--- src/hw/rtl/pwft_pkg.sv ---
// Package for the wire-format field tokeniser: beat type, parse modes,
// event kinds, error codes and sizing constants. No dependencies.
`default_nettype none

package pwft_pkg;

    localparam int PWFT_QUEUE_DEPTH = 4;

    localparam logic [3:0] MAX_VARINT_BYTES = 4'd10;
    localparam logic [3:0] FIX64_BYTES      = 4'd8;
    localparam logic [3:0] FIX32_BYTES      = 4'd4;

    // one classified input beat
    typedef struct packed {
        logic [7:0] data;
        logic [6:0] low7;
        logic       cont;
        logic       eom;
    } beat_t;

    typedef enum logic [2:0] {
        MODE_KEY     = 3'd0,
        MODE_VARINT  = 3'd1,
        MODE_FIX64   = 3'd2,
        MODE_FIX32   = 3'd3,
        MODE_LEN     = 3'd4,
        MODE_PAYLOAD = 3'd5,
        MODE_DRAIN   = 3'd6
    } mode_t;

    localparam logic [2:0] EV_VARINT  = 3'd0;
    localparam logic [2:0] EV_FIX64   = 3'd1;
    localparam logic [2:0] EV_FIX32   = 3'd2;
    localparam logic [2:0] EV_HEADER  = 3'd3;
    localparam logic [2:0] EV_PAYLOAD = 3'd4;
    localparam logic [2:0] EV_ERROR   = 3'd5;

    localparam logic [1:0] ERR_NONE  = 2'd0;
    localparam logic [1:0] ERR_TRUNC = 2'd1;
    localparam logic [1:0] ERR_LONG  = 2'd2;
    localparam logic [1:0] ERR_WTYPE = 2'd3;

    localparam logic [2:0] WIRE_VARINT = 3'd0;
    localparam logic [2:0] WIRE_FIX64  = 3'd1;
    localparam logic [2:0] WIRE_LEN    = 3'd2;
    localparam logic [2:0] WIRE_FIX32  = 3'd5;

    // queue handshake toward the back end
    typedef struct packed {
        logic  valid;
        beat_t beat;
    } qhead_t;

endpackage

`default_nettype wire

--- src/hw/rtl/pwft_front.sv ---
// Front end: takes input beats, splits off the continuation bit and low
// seven bits, and pushes the beat into the queue. Uses pwft_pkg.
`default_nettype none

module pwft_front (
    input  wire logic          byte_valid,
    output logic               byte_stall,
    input  wire logic [7:0]    data_byte,
    input  wire logic          end_of_message,
    input  wire logic          q_full,
    output logic               q_push,
    output pwft_pkg::beat_t    q_beat
);
    import pwft_pkg::*;

    assign byte_stall = q_full;
    assign q_push     = byte_valid && !q_full;

    always_comb
    begin
        q_beat.data = data_byte;
        q_beat.low7 = data_byte[6:0];
        q_beat.cont = data_byte[7];
        q_beat.eom  = end_of_message;
    end

endmodule

`default_nettype wire

--- src/hw/rtl/pwft_queue.sv ---
// Short FIFO of classified beats between front and back end.
// Uses pwft_pkg for the beat and head types.
`default_nettype none

module pwft_queue #(
    parameter int DEPTH = pwft_pkg::PWFT_QUEUE_DEPTH
) (
    input  wire logic            clk,
    input  wire logic            rst_n,
    input  wire logic            push,
    input  wire pwft_pkg::beat_t push_beat,
    output logic                 full,
    input  wire logic            pop,
    output pwft_pkg::qhead_t     head
);
    import pwft_pkg::*;

    localparam int PTR_W = (DEPTH > 1) ? $clog2(DEPTH) : 1;
    localparam int CNT_W = $clog2(DEPTH + 1);

    beat_t             mem_reg [DEPTH];
    logic [PTR_W-1:0]  wr_ptr_reg, wr_ptr_next;
    logic [PTR_W-1:0]  rd_ptr_reg, rd_ptr_next;
    logic [CNT_W-1:0]  count_reg, count_next;
    logic              do_push, do_pop;

    assign full    = (count_reg == CNT_W'(DEPTH));
    assign do_push = push && !full;
    assign do_pop  = pop && (count_reg != '0);

    always_comb
    begin
        wr_ptr_next = wr_ptr_reg;
        rd_ptr_next = rd_ptr_reg;
        count_next  = count_reg;
        if (do_push)
        begin
            wr_ptr_next = (wr_ptr_reg == PTR_W'(DEPTH - 1)) ? '0 : wr_ptr_reg + 1'b1;
        end
        if (do_pop)
        begin
            rd_ptr_next = (rd_ptr_reg == PTR_W'(DEPTH - 1)) ? '0 : rd_ptr_reg + 1'b1;
        end
        if (do_push && !do_pop)
        begin
            count_next = count_reg + 1'b1;
        end
        else if (do_pop && !do_push)
        begin
            count_next = count_reg - 1'b1;
        end
    end

    always_ff @(posedge clk or negedge rst_n)
    begin
        if (!rst_n)
        begin
            wr_ptr_reg <= '0;
            rd_ptr_reg <= '0;
            count_reg  <= '0;
        end
        else
        begin
            wr_ptr_reg <= wr_ptr_next;
            rd_ptr_reg <= rd_ptr_next;
            count_reg  <= count_next;
        end
    end

    always_ff @(posedge clk)
    begin
        if (do_push)
        begin
            mem_reg[wr_ptr_reg] <= push_beat;
        end
    end

    always_comb
    begin
        head.valid = (count_reg != '0);
        head.beat  = mem_reg[rd_ptr_reg];
    end

endmodule

`default_nettype wire

--- src/hw/rtl/pwft_back.sv ---
// Back end: wire-format parser state machine and the output register.
// Takes one queued beat per cycle unless a held result stalls it. Uses pwft_pkg.
`default_nettype none

module pwft_back (
    input  wire logic             clk,
    input  wire logic             rst_n,
    input  wire pwft_pkg::qhead_t head,
    output logic                  pop,
    output logic                  event_valid,
    input  wire logic             event_stall,
    output logic [2:0]            event_kind,
    output logic [28:0]           field_number,
    output logic [63:0]           field_value,
    output logic [1:0]            error_code,
    output logic                  last_of_message
);
    import pwft_pkg::*;

    mode_t        mode_reg, mode_next;
    logic [63:0]  acc_reg, acc_next;
    logic [3:0]   cnt_reg, cnt_next;
    logic [28:0]  fnum_reg, fnum_next;
    logic [63:0]  rem_reg, rem_next;

    logic         out_valid_reg;
    logic [2:0]   kind_reg;
    logic [28:0]  fnum_out_reg;
    logic [63:0]  value_reg;
    logic [1:0]   err_reg;
    logic         last_reg;

    beat_t        b;
    logic [3:0]   cnt_inc;
    logic [6:0]   sh7;
    logic [63:0]  acc_var, acc_fix;
    logic [28:0]  key_fnum;
    logic [2:0]   key_wt;
    logic         wt_ok;
    logic         fix_done;
    logic [63:0]  rem_dec;
    logic         rem_gt1;

    logic [1:0]   step_err;
    logic         step_emit;
    logic [2:0]   step_kind;
    logic [63:0]  step_value;
    logic [28:0]  step_fnum;

    assign b   = head.beat;
    assign pop = head.valid && (!out_valid_reg || !event_stall);

    // datapath terms
    assign cnt_inc  = cnt_reg + 4'd1;
    assign sh7      = 7'({3'b000, cnt_reg} * 7'd7);
    assign acc_var  = acc_reg | ((cnt_reg < MAX_VARINT_BYTES) ? (64'(b.low7) << sh7) : 64'd0);
    assign acc_fix  = acc_reg | ((cnt_reg < FIX64_BYTES) ?
                      (64'(b.data) << {cnt_reg[2:0], 3'b000}) : 64'd0);
    assign key_fnum = acc_var[31:3];
    assign key_wt   = acc_var[2:0];
    assign wt_ok    = (key_wt == WIRE_VARINT) || (key_wt == WIRE_FIX64) ||
                      (key_wt == WIRE_LEN) || (key_wt == WIRE_FIX32);
    assign fix_done = cnt_inc >= ((mode_reg == MODE_FIX64) ? FIX64_BYTES : FIX32_BYTES);
    assign rem_dec  = (rem_reg != 64'd0) ? rem_reg - 64'd1 : rem_reg;
    assign rem_gt1  = rem_reg > 64'd1;

    // error check and result selection for the current beat
    always_comb
    begin
        step_err   = ERR_NONE;
        step_emit  = 1'b0;
        step_kind  = EV_ERROR;
        step_value = 64'd0;
        step_fnum  = fnum_reg;
        case (mode_reg)
            MODE_KEY, MODE_VARINT, MODE_LEN:
            begin
                if (mode_reg == MODE_KEY)
                begin
                    step_fnum = b.cont ? 29'd0 : key_fnum;
                end
                if (b.cont)
                begin
                    if (cnt_inc >= MAX_VARINT_BYTES)
                    begin
                        step_err = ERR_LONG;
                    end
                    else if (b.eom)
                    begin
                        step_err = ERR_TRUNC;
                    end
                end
                else if (mode_reg == MODE_KEY)
                begin
                    if (!wt_ok)
                    begin
                        step_err = ERR_WTYPE;
                    end
                    else if (b.eom)
                    begin
                        step_err = ERR_TRUNC;
                    end
                end
                else if (mode_reg == MODE_VARINT)
                begin
                    step_emit  = 1'b1;
                    step_kind  = EV_VARINT;
                    step_value = acc_var;
                end
                else if ((acc_var != 64'd0) && b.eom)
                begin
                    step_err = ERR_TRUNC;
                end
                else
                begin
                    step_emit  = 1'b1;
                    step_kind  = EV_HEADER;
                    step_value = acc_var;
                end
            end
            MODE_FIX64, MODE_FIX32:
            begin
                if (fix_done)
                begin
                    step_emit  = 1'b1;
                    step_kind  = (mode_reg == MODE_FIX64) ? EV_FIX64 : EV_FIX32;
                    step_value = acc_fix;
                end
                else if (b.eom)
                begin
                    step_err = ERR_TRUNC;
                end
            end
            MODE_PAYLOAD:
            begin
                if (rem_gt1 && b.eom)
                begin
                    step_err = ERR_TRUNC;
                end
                else
                begin
                    step_emit  = 1'b1;
                    step_kind  = EV_PAYLOAD;
                    step_value = 64'(b.data);
                end
            end
            default:
            begin
                step_err = ERR_NONE;
            end
        endcase
        if (step_err != ERR_NONE)
        begin
            step_emit  = 1'b1;
            step_kind  = EV_ERROR;
            step_value = 64'd0;
        end
    end

    // next parse mode
    always_comb
    begin
        mode_next = mode_reg;
        if (pop)
        begin
            if (step_err != ERR_NONE)
            begin
                mode_next = b.eom ? MODE_KEY : MODE_DRAIN;
            end
            else
            begin
                case (mode_reg)
                    MODE_KEY:
                    begin
                        if (!b.cont)
                        begin
                            case (key_wt)
                                WIRE_VARINT: mode_next = MODE_VARINT;
                                WIRE_FIX64:  mode_next = MODE_FIX64;
                                WIRE_LEN:    mode_next = MODE_LEN;
                                WIRE_FIX32:  mode_next = MODE_FIX32;
                                default:     mode_next = MODE_DRAIN;
                            endcase
                        end
                    end
                    MODE_VARINT:
                    begin
                        mode_next = b.cont ? MODE_VARINT : MODE_KEY;
                    end
                    MODE_LEN:
                    begin
                        if (!b.cont)
                        begin
                            mode_next = (acc_var == 64'd0) ? MODE_KEY : MODE_PAYLOAD;
                        end
                    end
                    MODE_FIX64, MODE_FIX32:
                    begin
                        if (fix_done)
                        begin
                            mode_next = MODE_KEY;
                        end
                    end
                    MODE_PAYLOAD:
                    begin
                        if (rem_dec == 64'd0)
                        begin
                            mode_next = MODE_KEY;
                        end
                    end
                    default:
                    begin
                        mode_next = b.eom ? MODE_KEY : MODE_DRAIN;
                    end
                endcase
            end
        end
    end

    // item registers
    always_comb
    begin
        acc_next  = acc_reg;
        cnt_next  = cnt_reg;
        fnum_next = fnum_reg;
        rem_next  = rem_reg;
        if (pop)
        begin
            if ((mode_reg == MODE_KEY) && !b.cont)
            begin
                fnum_next = key_fnum;
            end
            if (step_err != ERR_NONE)
            begin
                acc_next = 64'd0;
                cnt_next = 4'd0;
                rem_next = 64'd0;
            end
            else
            begin
                case (mode_reg)
                    MODE_KEY, MODE_VARINT, MODE_LEN:
                    begin
                        if (b.cont)
                        begin
                            acc_next = acc_var;
                            cnt_next = cnt_inc;
                        end
                        else
                        begin
                            acc_next = 64'd0;
                            cnt_next = 4'd0;
                            if (mode_reg == MODE_LEN)
                            begin
                                rem_next = acc_var;
                            end
                        end
                    end
                    MODE_FIX64, MODE_FIX32:
                    begin
                        if (fix_done)
                        begin
                            acc_next = 64'd0;
                            cnt_next = 4'd0;
                            rem_next = 64'd0;
                        end
                        else
                        begin
                            acc_next = acc_fix;
                            cnt_next = cnt_inc;
                        end
                    end
                    MODE_PAYLOAD:
                    begin
                        rem_next = rem_dec;
                        if (rem_dec == 64'd0)
                        begin
                            acc_next = 64'd0;
                            cnt_next = 4'd0;
                        end
                    end
                    default:
                    begin
                        if (b.eom)
                        begin
                            acc_next = 64'd0;
                            cnt_next = 4'd0;
                            rem_next = 64'd0;
                        end
                    end
                endcase
            end
        end
    end

    always_ff @(posedge clk or negedge rst_n)
    begin
        if (!rst_n)
        begin
            mode_reg      <= MODE_KEY;
            acc_reg       <= 64'd0;
            cnt_reg       <= 4'd0;
            fnum_reg      <= 29'd0;
            rem_reg       <= 64'd0;
            out_valid_reg <= 1'b0;
        end
        else
        begin
            mode_reg <= mode_next;
            acc_reg  <= acc_next;
            cnt_reg  <= cnt_next;
            fnum_reg <= fnum_next;
            rem_reg  <= rem_next;
            if (pop)
            begin
                out_valid_reg <= step_emit;
            end
            else if (!event_stall)
            begin
                out_valid_reg <= 1'b0;
            end
        end
    end

    always_ff @(posedge clk)
    begin
        if (pop && step_emit)
        begin
            kind_reg     <= step_kind;
            fnum_out_reg <= step_fnum;
            value_reg    <= step_value;
            err_reg      <= step_err;
            last_reg     <= b.eom;
        end
    end

    assign event_valid     = out_valid_reg;
    assign event_kind      = kind_reg;
    assign field_number    = fnum_out_reg;
    assign field_value     = value_reg;
    assign error_code      = err_reg;
    assign last_of_message = last_reg;

endmodule

`default_nettype wire

--- src/hw/rtl/protobuf_wire_field_tokenizer.sv ---
// Top level of the wire-format field tokeniser.
// Depends on pwft_pkg, pwft_front, pwft_queue and pwft_back.
`default_nettype none

// Channel   Valid         Stall         Payload
// -------   -----------   -----------   ------------------------------------------
// input     byte_valid    byte_stall    data_byte, end_of_message
// result    event_valid   event_stall   event_kind, field_number, field_value,
//                                       error_code, last_of_message
//
// One byte per clock sustained while results are not stalled: each queued beat
// is at most one shift-or into the accumulator or one 64-bit decrement of the
// payload count. A byte is queued, then its result registered in the back end.
// Reset clears queue pointers, parse mode, item registers and result valid.
// A held result stops the back end; the queue (QUEUE_DEPTH beats) keeps taking
// input until it fills, then byte_stall rises.

module protobuf_wire_field_tokenizer #(
    parameter int QUEUE_DEPTH = pwft_pkg::PWFT_QUEUE_DEPTH
) (
    input  wire logic         clk,
    input  wire logic         rst_n,
    input  wire logic         byte_valid,
    output logic              byte_stall,
    input  wire logic [7:0]   data_byte,
    input  wire logic         end_of_message,
    output logic              event_valid,
    input  wire logic         event_stall,
    output logic [2:0]        event_kind,
    output logic [28:0]       field_number,
    output logic [63:0]       field_value,
    output logic [1:0]        error_code,
    output logic              last_of_message
);
    import pwft_pkg::*;

    logic    q_full;
    logic    q_push;
    beat_t   q_beat;
    logic    q_pop;
    qhead_t  q_head;

    // front: classify and enqueue
    pwft_front u_front (
        .byte_valid     (byte_valid),
        .byte_stall     (byte_stall),
        .data_byte      (data_byte),
        .end_of_message (end_of_message),
        .q_full         (q_full),
        .q_push         (q_push),
        .q_beat         (q_beat)
    );

    // decoupling queue
    pwft_queue #(
        .DEPTH (QUEUE_DEPTH)
    ) u_queue (
        .clk       (clk),
        .rst_n     (rst_n),
        .push      (q_push),
        .push_beat (q_beat),
        .full      (q_full),
        .pop       (q_pop),
        .head      (q_head)
    );

    // back: parser and result register
    pwft_back u_back (
        .clk             (clk),
        .rst_n           (rst_n),
        .head            (q_head),
        .pop             (q_pop),
        .event_valid     (event_valid),
        .event_stall     (event_stall),
        .event_kind      (event_kind),
        .field_number    (field_number),
        .field_value     (field_value),
        .error_code      (error_code),
        .last_of_message (last_of_message)
    );

endmodule

`default_nettype wire

--- config.mk ---
export PLATFORM = sky130hd
export DESIGN_NAME = protobuf_wire_field_tokenizer
export DESIGN_NICKNAME = d
export VERILOG_FILES = /design/src/hw/rtl/pwft_pkg.sv /design/src/hw/rtl/pwft_front.sv /design/src/hw/rtl/pwft_queue.sv /design/src/hw/rtl/pwft_back.sv /design/src/hw/rtl/protobuf_wire_field_tokenizer.sv
export SDC_FILE = /design/constraint.sdc
export NUM_CORES = 1
export LEC_CHECK = 0
export BUFFER_PORTS_ARGS = -buffer_cell sky130_fd_sc_hd__clkbuf_2
export CORE_AREA = 5 5 189 191
export CTS_BUF_LIST = sky130_fd_sc_hd__clkbuf_8
export CTS_CLUSTER_SIZE = 40
export DETAILED_ROUTE_END_ITERATION = 8
export DIE_AREA = 0 0 194 196
export GPL_ROUTABILITY_DRIVEN = 0
export PLACE_DENSITY = 0.67
export SYNTH_ARGS = -nofsm -noshare
export SYNTH_HDL_FRONTEND = slang
export SYNTH_SLANG_ARGS = --single-unit
--- constraint.sdc ---
create_clock -name clk -period 9.6 [get_ports clk]
set_input_delay 1.44 -clock clk [delete_from_list [all_inputs] [get_ports clk]]
set_output_delay 1.44 -clock clk [all_outputs]
set_load 0.01 [all_outputs]
Yosys cells after proc, flatten, opt, wreduce, memory -nomap -nowiden

Memory sizes are Yosys's and may differ from the RTL's.
Cells that the tools add are included.
W data, S select, Z words.

Flip-flop bits (word level): 271
Bits in writable memories: 68
Input port bits: 13
Output and inout bits: 101
Word-level logic and storage cells: 160
Memories kept: 1

Add/sub/neg operators: 6
Multipliers: 1
$lt $le $gt $ge: 5
Eq/ne operators: 18
Shifts and indexed selects: 2
Mux-type cells: 75
Bitwise logic cells: 2
Reduce and logical (&&, ||, !) cells: 36

Memories:

| memory          | depth | bits a word | read ports | clocked after Yosys merged registers in | wr ports | RTL line         | source |
|---|---|---|---|---|---|---|---|
| u_queue.mem_reg | 4     | 17          | 1          | 0                                       | 1        | pwft_queue.sv:21 | `beat_t mem_reg [DEPTH];` |

Operators with widths:

| operator                | count |
|---|---|
| $mux W64                | 17 |
| $pmux W64 S3            | 3 |
| $logic_not A64 Y1       | 2 |
| $or A64 B64 Y64         | 2 |
| $reduce_bool A64 Y1     | 2 |
| $mux W29                | 3 |
| $gt A64 B1 Y1 const B   | 1 |
| $shl A7 B7 Y64          | 1 |
| $shl A8 B6 Y64          | 1 |
| $sub A64 B1 Y64 const B | 1 |
| $mux W3                 | 14 |
| $mux W4                 | 6 |
| $mux W1                 | 17 |
| $mux W2                 | 8 |
| $pmux W3 S5             | 1 |
| $eq A3 B3 Y1 const B    | 4 |
| $pmux W3 S4             | 1 |
| $pmux W4 S3             | 1 |
| $logic_and A1 B1 Y1     | 10 |
| $reduce_and A5 Y1       | 2 |
| $eq A3 B2 Y1 const B    | 3 |
| $ne A3 B1 Y1 const B    | 3 |
| $ne A3 B3 Y1 const B    | 3 |
| $pmux W3 S3             | 1 |
| other kinds (24)        | 38 |

Longest topological paths before layout

Gate-level depths: netlist of run 1.

Depth after elaboration: 15
Gate-level depth with buffers: 17
Depth with buffers taken out: 14

Cells and area by module

A second synthesis of run 1 with hierarchy kept.

Cell total of the unflattened synthesis: 1915
Area, all modules: 18667.9 µm²

Modules (own cells, without submodules):

| module     | instances | cells each | area each (µm²) | sequential area each (µm²) |
|---|---|---|---|---|
| pwft_back  | 1         | 1770       | 15559.9         | 7101.8 |
| pwft_queue | 1         | 126        | 2959.1          | 2217.1 |
| pwft_front | 1         | 19         | 148.9           | 0.0 |

Least setup slack after synthesis of run 1

No wires, ideal clock.

Path type: register -> register
From: register u_queue.rd_ptr_reg[0]
To: register u_back.err_reg[0] (netlist: u_back.error_code[0]), enable pin
Library setup time: 0.558 ns
Arrival time: 7.810 ns
Required time: 9.042 ns
Setup slack: 1.233 ns
Stages on the path, launching flop included: 13
Buffers on the path: 2
Period minus slack after synthesis: 8.367 ns
Cells stage by stage: dfrtp_1 -> buf_1 -> mux4_2 -> clkbuf_1 -> a21oi_1 -> nand4_1 -> or4b_2 -> o31ai_1 -> a21o_1 -> nand2_1 -> nand2_1 -> nor3_1 -> nor2_1

Word-level cells in the longest chain between the ends: 15
Elaborated cells between the ends (all ways): 33
Those cells by class: eq/ne: 3; shift: 1; mux: 18; bitwise: 1; reduce/logical: 9; memory: 1

RTL lines:

| what                                                    | RTL line         | source |
|---|---|---|
| from (decl)                                             | pwft_queue.sv:23 | `logic [PTR_W-1:0] rd_ptr_reg, rd_ptr_next;` |
| from (signal assigned)                                  | pwft_queue.sv:65 | `rd_ptr_reg <= rd_ptr_next;` |
| $mem_v2 Z4 W17 (*)                                      | -                |  |
| branches (longest 12 deep; another with $shl A7 B7 Y64) | -                |  |
| $mux W1 (*)                                             | pwft_back.sv:152 | `if (step_err != ERR_NONE)` |
| $logic_and A1 B1 Y1 (*)                                 | pwft_back.sv:327 | `if (pop && step_emit)` |
| to (signal assigned)                                    | pwft_back.sv:332 | `err_reg <= step_err;` |
| to (decl)                                               | pwft_back.sv:30  | `logic [1:0] err_reg;` |

Every way passes the cells marked *.
A chain may end at the register's enable or synchronous reset.

Worst setup path in the final report of run 1

From: register u_queue.rd_ptr_reg[0]
To: register u_back.acc_reg[23]

Word-level cells in the longest chain between the ends: 15
Elaborated cells between the ends (all ways): 35
Those cells by class: eq/ne: 4; shift: 2; mux: 16; bitwise: 2; reduce/logical: 10; memory: 1

RTL lines:

| what                                                    | RTL line         | source |
|---|---|---|
| $mem_v2 Z4 W17 (*)                                      | -                |  |
| branches (longest 14 deep; another with $shl A7 B7 Y64) | -                |  |
| to (signal assigned)                                    | pwft_back.sv:310 | `acc_reg <= acc_next;` |
| to (decl)                                               | pwft_back.sv:21  | `logic [63:0] acc_reg, acc_next;` |

Marks and branches as above.

==> results.txt, run 1 <==
----------------------------------------------------
[Timing]
  Post-route setup slack ... 3.05 ns
  Count of final hold-check violations ... 0
  Worst-case clock skew ... 0.0197 ns
  RSZ-0062 raised after global routing ... false
  Share of the clock period used by the worst path ... 68.2%
  Worst slew margin ... 15.2%
  Count of endpoints failing setup in the final report ... 0
  Minimum period implied by the final worst setup slack ... 6.55 ns
  Number of max-slew violations in the final report ... 0
  Highest clock rate ... 0.153 GHz
  Worst-margin pin slew ... 1.25 ns
  Post-Route Setup TNS ... 0 ns

[Layout]
  Net count, final ... 1,869
  Final design utilization ... 55.1%
  Fraction of layout cells with a size suffix above 1 ... 14.1%
  Layout Cell Area excl Fill ... 18,700 um2
  Layout overhead on the synthesized area ... 12.0%

[Worst setup path]
  Critical-path top delay cell ... sky130_fd_sc_hd__mux4_2
  Cells along the critical path ... mux4_2, a21oi_1, nand4_1, or4b_2, o31ai_1, nor2_1, nor2_2, buf_4, nand2_1, nand2_1, a22o_1
  Top fanout value on the critical path ... 22
  Arr. time, crit path ... 7.10 ns
  Crit start category ... flop
  CP Buf/Inv Count ... 1
  Depth of the worst register-to-register path ... 11
  Cell repeated most along the worst path ... sky130_fd_sc_hd__nand2_1
  CP endpoint kind ... flop
  Required time at the worst-slack endpoint ... 10.15 ns
  WP depth ... 11
  Type of the setup path with the least slack ... flop to flop
  Largest delay contributor family on the critical path ... simple AND/OR/NAND/NOR gates
  Delay of the slowest cell on the worst path ... 0.90 ns
  Setup slack of the worst register-to-register path ... 3.05 ns

[Detailed routing]
  Average detailed-routed wire length per instance ... 25.0 um
  Total wire length after detailed routing ... 58.7 mm
  Count of antenna-violating nets left after detailed routing ... 0
  Vias per cell ... 6.79
  Detailed router's first-iteration violation count ... 2,647
  Remaining routing DRC violations ... 0
  1st-pass router iterations ... 8
  DR vias ... 15,900

[Yosys]
  Cell variety after synth ... 77
  Post-synth net total ... 1,809
  Syn Inst Count ... 1,783
  Count of warnings emitted by yosys ... 0
  Number of enable-type register cells in the synthesized netlist ... 135
  Cell area after technology mapping ... 16,700 um2
  Post-Syn Area per Cell ... 9.37 um2
  Cell accounting for the most synthesized area ... sky130_fd_sc_hd__dfrtp_1
  Synthesized flop and latch total ... 307
  Sequential-to-total area share from yosys stat ... 50.0%
  Cells taking the most area after synthesis ... sky130_fd_sc_hd__dfrtp_1, sky130_fd_sc_hd__edfxtp_1, sky130_fd_sc_hd__a21oi_1
  Synth Flop Type ... sky130_fd_sc_hd__dfrtp_1
  Area share of the largest cell type after synthesis ... 25.8%
  Async set-or-reset flop fraction in the synthesized netlist ... 56.0%

[Clocking]
  Maximum count of clock buffers along a single path ... 3
  Cell chosen for the clock root ... sky130_fd_sc_hd__clkbuf_8
  Number of H-tree levels ... 2
  Clock Pin Slew Worst Setup and Hold Paths ... 0.06 ns
  Number of buffers inserted by post-CTS setup repair ... 0
  Number of hold-repair buffers added at the cts stage ... 0
  Number of buffers inserted during clock tree synthesis ... 54
  CTS tree ... done
  Clock sink total ... 307
  PostCTS Resize Cnt ... 0
  Skew-Pair Late Insertion Delay ... 0.62 ns

[GRT]
  Overflow left after global routing ... 0
  Number of antenna violations at the first check in global routing ... 1
  First-pass GRT wire length ... 89.7 mm
  Via count of the first global-routing pass ... 14,600
  Overall routing resource usage ... 30.0%
  Maximum number of pins on one net before global-route repair ... 83

[Floorplan]
  Core Region ... 33,900 um2
  Top-level I/O count ... 114
  Effective utilization at floorplan ... 49.2%
  Die ar. ... 38,000 um2
  Number of rows created at floorplan ... 68
  Die Y ... 196 um
  Die width ... 194 um

[Run status]
  Status ... complete, no violations

[Min path]
  Worst min-delay path class ... flop to flop
  Hold path depth ... 2

[Flow run]
  MaxCap Viol Count ... 0

[Place]
  Area of placed instances ... 17,600 um2
  Worst slack after detailed placement ... 3.21 ns
  Port Buffers ... 113
  Post-DP HPWL ... 39.9 mm

----------------------------------------------------
-- synthesized netlist by cell type (all sizes together), types with 16 or more instances --
cell type,count
a21oi,219
o21ai,198
nor2,176
dfrtp,172
edfxtp,135
clkbuf,121
nand2,103
o22ai,82
inv,64
nand3,57
a22o,47
nor4,43
nor3,31
a31oi,21
nand4,21
o32ai,20
mux2,19
buf,18
or4,16
-- kinds of logic (layout without fill, tap and decap cells) --
kind of cell	count (synthesis)	after routing	synth area share (%)
compound gates	676	676	24.5
xor+xnor	24	24	1.26
fa+ha+maj	14	14	1.08
buf+inv	205	310	4.72
flops	307	307	50.0
mux	33	33	2.72
other cells	0	1	0
simple gates	524	524	15.7
-- tightest hold or removal path, cell delays in order (launching register included) --
cell                      delay, ns
sky130_fd_sc_hd__dfrtp_1       0.34
sky130_fd_sc_hd__nor2_1        0.05
sky130_fd_sc_hd__a21oi_1       0.10
-- cell usage in the layout (no fill, tap or decap), types with 29 or more instances in the layout --
master	count
sky130_fd_sc_hd__nor2_1	173
sky130_fd_sc_hd__nand3_1	54
sky130_fd_sc_hd__o21ai_0	195
sky130_fd_sc_hd__buf_4	29
sky130_fd_sc_hd__clkbuf_2	112
sky130_fd_sc_hd__clkbuf_8	58
sky130_fd_sc_hd__inv_1	87
sky130_fd_sc_hd__nand2_1	103
sky130_fd_sc_hd__nor3_1	31
sky130_fd_sc_hd__edfxtp_1	135
sky130_fd_sc_hd__nor4_1	39
sky130_fd_sc_hd__a21oi_1	218
sky130_fd_sc_hd__o22ai_1	82
sky130_fd_sc_hd__a22o_1	47
sky130_fd_sc_hd__dfrtp_1	172
-- path summary, 6_finish.rpt --
path | start | end
worst min-delay path | u_back.fnum_reg[1] | u_back.fnum_reg[1]
min in group asynchronous | rst_n | u_back.fnum_reg[18]
worst max-delay path | u_queue.rd_ptr_reg[0] | u_back.acc_reg[23]
worst min register to register | u_back.fnum_reg[1] | u_back.fnum_reg[1]
max in group asynchronous | rst_n | u_back.fnum_reg[19]
worst max register to register | u_queue.rd_ptr_reg[0] | u_back.acc_reg[23]
-- through the flow --
step	hold slack, ns	instances
2_1_floorplan	0.456	1783
3_3_place_gp	0.488	2242
3_5_place_dp	0.516	2242
4_1_cts	0.528	2343
5_1_grt	0.540	2343
6_report	0.529	2344
-- cell type report --
class | count | area, um2
multi-input combinational | 1271 | 7640
clock inverter | 43 | 285
tap | 455 | 569
clock buffer | 58 | 798
inverter | 66 | 248
antenna | 1 | 2.50
timing repair buffer | 143 | 810
sequential | 307 | 8360
fill | 3046 | 15200
-- layer usage --
layer	vias to the layer above	wire, um	track usage [%]
met5	-	0	0
met4	0	3710	15.1
met3	226	7730	6.71
met2	1334	24800	44.0
met1	7456	22500	42.1
li1	6889	-	-
Power of run 1 is not shown: default switching activity piles up to over one toggle a cycle in this logic, so the estimate is an artifact.
==> run 2: changes to the inputs <==
--- a/config.mk
+++ b/config.mk
@@ -12,7 +12,7 @@
 export DETAILED_ROUTE_END_ITERATION = 8
 export DIE_AREA = 0 0 194 196
 export GPL_ROUTABILITY_DRIVEN = 0
-export PLACE_DENSITY = 0.67
+export PLACE_DENSITY = 0.7
 export SYNTH_ARGS = -nofsm -noshare
 export SYNTH_HDL_FRONTEND = slang
 export SYNTH_SLANG_ARGS = --single-unit
==> constraint.sdc (replaced) <==
create_clock -name clk -period 5.8 [get_ports clk]
set_input_delay 0.87 -clock clk [delete_from_list [all_inputs] [get_ports clk]]
set_output_delay 0.87 -clock clk [all_outputs]
set_load 0.01 [all_outputs]
==> run 2 against run 1 <==
  * Cell count increased by 1.4%
  * Design area increased by 0.96%
  * Clock skew increased by 0.021 ns
  * Global-route usage increased by 0.72 points
  * First-iteration DRC count increased by 9.8%
==> results.txt, run 2 (synthesized netlist as in run 1, its figures left out) <==
----------------------------------------------------
[Timing]
  Minimum period implied by the final worst setup slack ... 5.41 ns (-1.14 ns)
  Worst slew margin ... 18.0% (+2.8 points)
  Count of endpoints failing setup in the final report ... 0 (unchanged)
  Highest clock rate ... 0.185 GHz (+21%)
  RSZ-0062 raised after global routing ... false
  Share of the clock period used by the worst path ... 93.2% (+25 points)
  Number of max-slew violations in the final report ... 0 (unchanged)
  Count of final hold-check violations ... 0 (unchanged)
  Worst-case clock skew ... 0.0409 ns (+0.0212 ns)
  Post-Route Setup TNS ... 0 ns (unchanged)
  Worst-margin pin slew ... 1.22 ns (-0.0289 ns)

[Place]
  Port Buffers ... 113 (unchanged)
  Post-DP HPWL ... 41.3 mm (+3.5%)
  Number of placed cells counting well taps ... 2,279 (+1.7%)

[Floorplan]
  Die width ... 194 um (unchanged)
  Top-level I/O count ... 114 (unchanged)
  Core Region ... 33,900 um2 (unchanged)
  Die ar. ... 38,000 um2 (unchanged)
  Effective utilization at floorplan ... 49.2% (unchanged)
  Die Y ... 196 um (unchanged)
  Number of rows created at floorplan ... 68 (unchanged)

[Worst setup path]
  Setup slack of the worst register-to-register path ... 0.39 ns (-2.66 ns)
  CP Buf/Inv Count ... 2 (+1)
  Required time at the worst-slack endpoint ... 6.31 ns (-3.84 ns)
  CP endpoint kind ... flop
  Delay of the slowest cell on the worst path ... 0.67 ns (-0.23 ns)
  Cells along the critical path ... inv_1, ha_1, or4b_1, nor4_1, nand2_1, or3_1, a211oi_1, nand4_1, or4_1, or4b_4, a21oi_4, buf_4, nand3_2, o2bb2ai_1
  Type of the setup path with the least slack ... flop to flop
  Setup crit end ... u_back.acc_reg[57]
  Depth of the worst register-to-register path ... 14 (+3)
  Critical-path top delay cell ... sky130_fd_sc_hd__or4b_1
  Crit start category ... flop
  Top fanout value on the critical path ... 26 (+18%)
  Critical R2R Capture ... u_back.acc_reg[57]
  WP depth ... 14 (+3)
  Arr. time, crit path ... 5.92 ns (-1.18 ns)
  Largest delay contributor family on the critical path ... simple AND/OR/NAND/NOR gates
  RR Startpoint ... u_back.rem_reg[0]
  Worst Setup SP ... u_back.rem_reg[0]

[Layout]
  Fraction of layout cells with a size suffix above 1 ... 15.7% (+1.5 points)
  Final design utilization ... 55.6% (+0.53 points)
  Most common cell after layout, fill and taps aside ... sky130_fd_sc_hd__a21oi_1
  Net count, final ... 1,904 (+1.9%)
  Number of non-filler instances in the completed layout ... 2,377 (+1.4%)
  Leading cell types in the layout, fill and taps excluded ... sky130_fd_sc_hd__a21oi_1, sky130_fd_sc_hd__o21ai_0, sky130_fd_sc_hd__nor2_1, sky130_fd_sc_hd__dfrtp_1, sky130_fd_sc_hd__edfxtp_1
  Layout overhead on the synthesized area ... 13.1%
  Filler instances ... 3,051 (+0.16%)

[GRT]
  Overflow left after global routing ... 0 (unchanged)
  Maximum number of pins on one net before global-route repair ... 82 (-1.2%)
  Met2 usage ... 44.4% (+0.45 points)
  Met3 layer usage reported by global route ... 7.76% (+1.0 points)
  Layer with the highest usage ... met2
  Via count of the first global-routing pass ... 15,200 (+4.4%)
  Met1 global-route usage ... 42.3% (+0.25 points)
  Overall routing resource usage ... 30.7% (+0.72 points)
  First-pass GRT wire length ... 92.7 mm (+3.3%)
  Number of antenna violations at the first check in global routing ... 1 (unchanged)

[Detailed routing]
  Total wire length after detailed routing ... 59.9 mm (+2.1%)
  1st-pass router iterations ... 7 (-1)
  Vias per cell ... 6.82 (+0.57%)
  Detailed router's first-iteration violation count ... 2,906 (+9.8%)
  Average detailed-routed wire length per instance ... 25.2 um (+0.69%)
  Count of antenna-violating nets left after detailed routing ... 0 (unchanged)
  DR vias ... 16,200 (+2.0%)
  Remaining routing DRC violations ... 0 (unchanged)

[Flow run]
  MaxCap Viol Count ... 0 (unchanged)

[Clocking]
  Number of H-tree levels ... 2 (unchanged)
  Maximum count of clock buffers along a single path ... 3 (unchanged)
  PostCTS Resize Cnt ... 0 (unchanged)
  Number of buffers inserted during clock tree synthesis ... 52 (-3.7%)
  Clock sink total ... 307 (unchanged)
  Cell chosen for the clock root ... sky130_fd_sc_hd__clkbuf_8
  Clock Pin Slew Worst Setup and Hold Paths ... 0.07 ns (about the same)
  Number of buffers inserted by post-CTS setup repair ... 0 (unchanged)
  CTS tree ... done
  Number of hold-repair buffers added at the cts stage ... 0 (unchanged)
  Skew-Pair Late Insertion Delay ... 0.62 ns (about the same)

[Run status]
  Status ... complete, no violations

[Min path]
  Worst min-delay path class ... input port to asynchronous set/reset pin

----------------------------------------------------
[run 2: worst min-delay path by stage]
stage / startpoint / endpoint / slack, ns / depth (start not counted)
finish: rst_n / u_back.fnum_reg[20] / 0.28 / 1
global route: rst_n / u_back.fnum_reg[20] / 0.35 / 1
CTS: rst_n / u_back.fnum_reg[20] / 0.32 / 1
detailed placement: u_queue.count_reg[2] / u_queue.count_reg[2] / 0.48 / 1
global placement: u_queue.count_reg[2] / u_queue.count_reg[2] / 0.48 / 1
floorplan: u_queue.count_reg[2] / u_queue.count_reg[2] / 0.46 / 1
[run 2: final cells by class]
cell class / count / area [um2] / share of cell area, %
Tap cell: 455 / 569 / 3.01
Inverter: 66 / 248 / 1.31
Timing Repair Buffer: 180 / 1100 / 5.82
Clock buffer: 59 / 812 / 4.30
Clock inverter: 38 / 161 / 0.854
Multi-Input combinational cell: 1271 / 7640 / 40.4
Sequential cell: 307 / 8360 / 44.2
Antenna cell: 1 / 2.50 / 0.0132
[run 2: metal layers]
metal  up-vias  share of wire [%]
met4         0                7.3
met5         -                  0
met2      1391                 41
met1      7566                 38
li1       6949                  -
met3       315                 14
[run 2: stage by stage]
| stage | cell area, um2 | setup slack (ns) | hold slack [ns] |
|---|---|---|---|
| 2_1_floorplan | 16700 | 0.197 | 0.456 |
| 3_3_place_gp | 17900 | 0.804 | 0.479 |
| 3_5_place_dp | 17900 | 0.648 | 0.479 |
| 4_1_cts | 18900 | 0.613 | 0.317 |
| 5_1_grt | 18900 | 0.159 | 0.350 |
| 6_report | 18900 | 0.392 | 0.278 |
Power of run 2 is left out for the same reason.
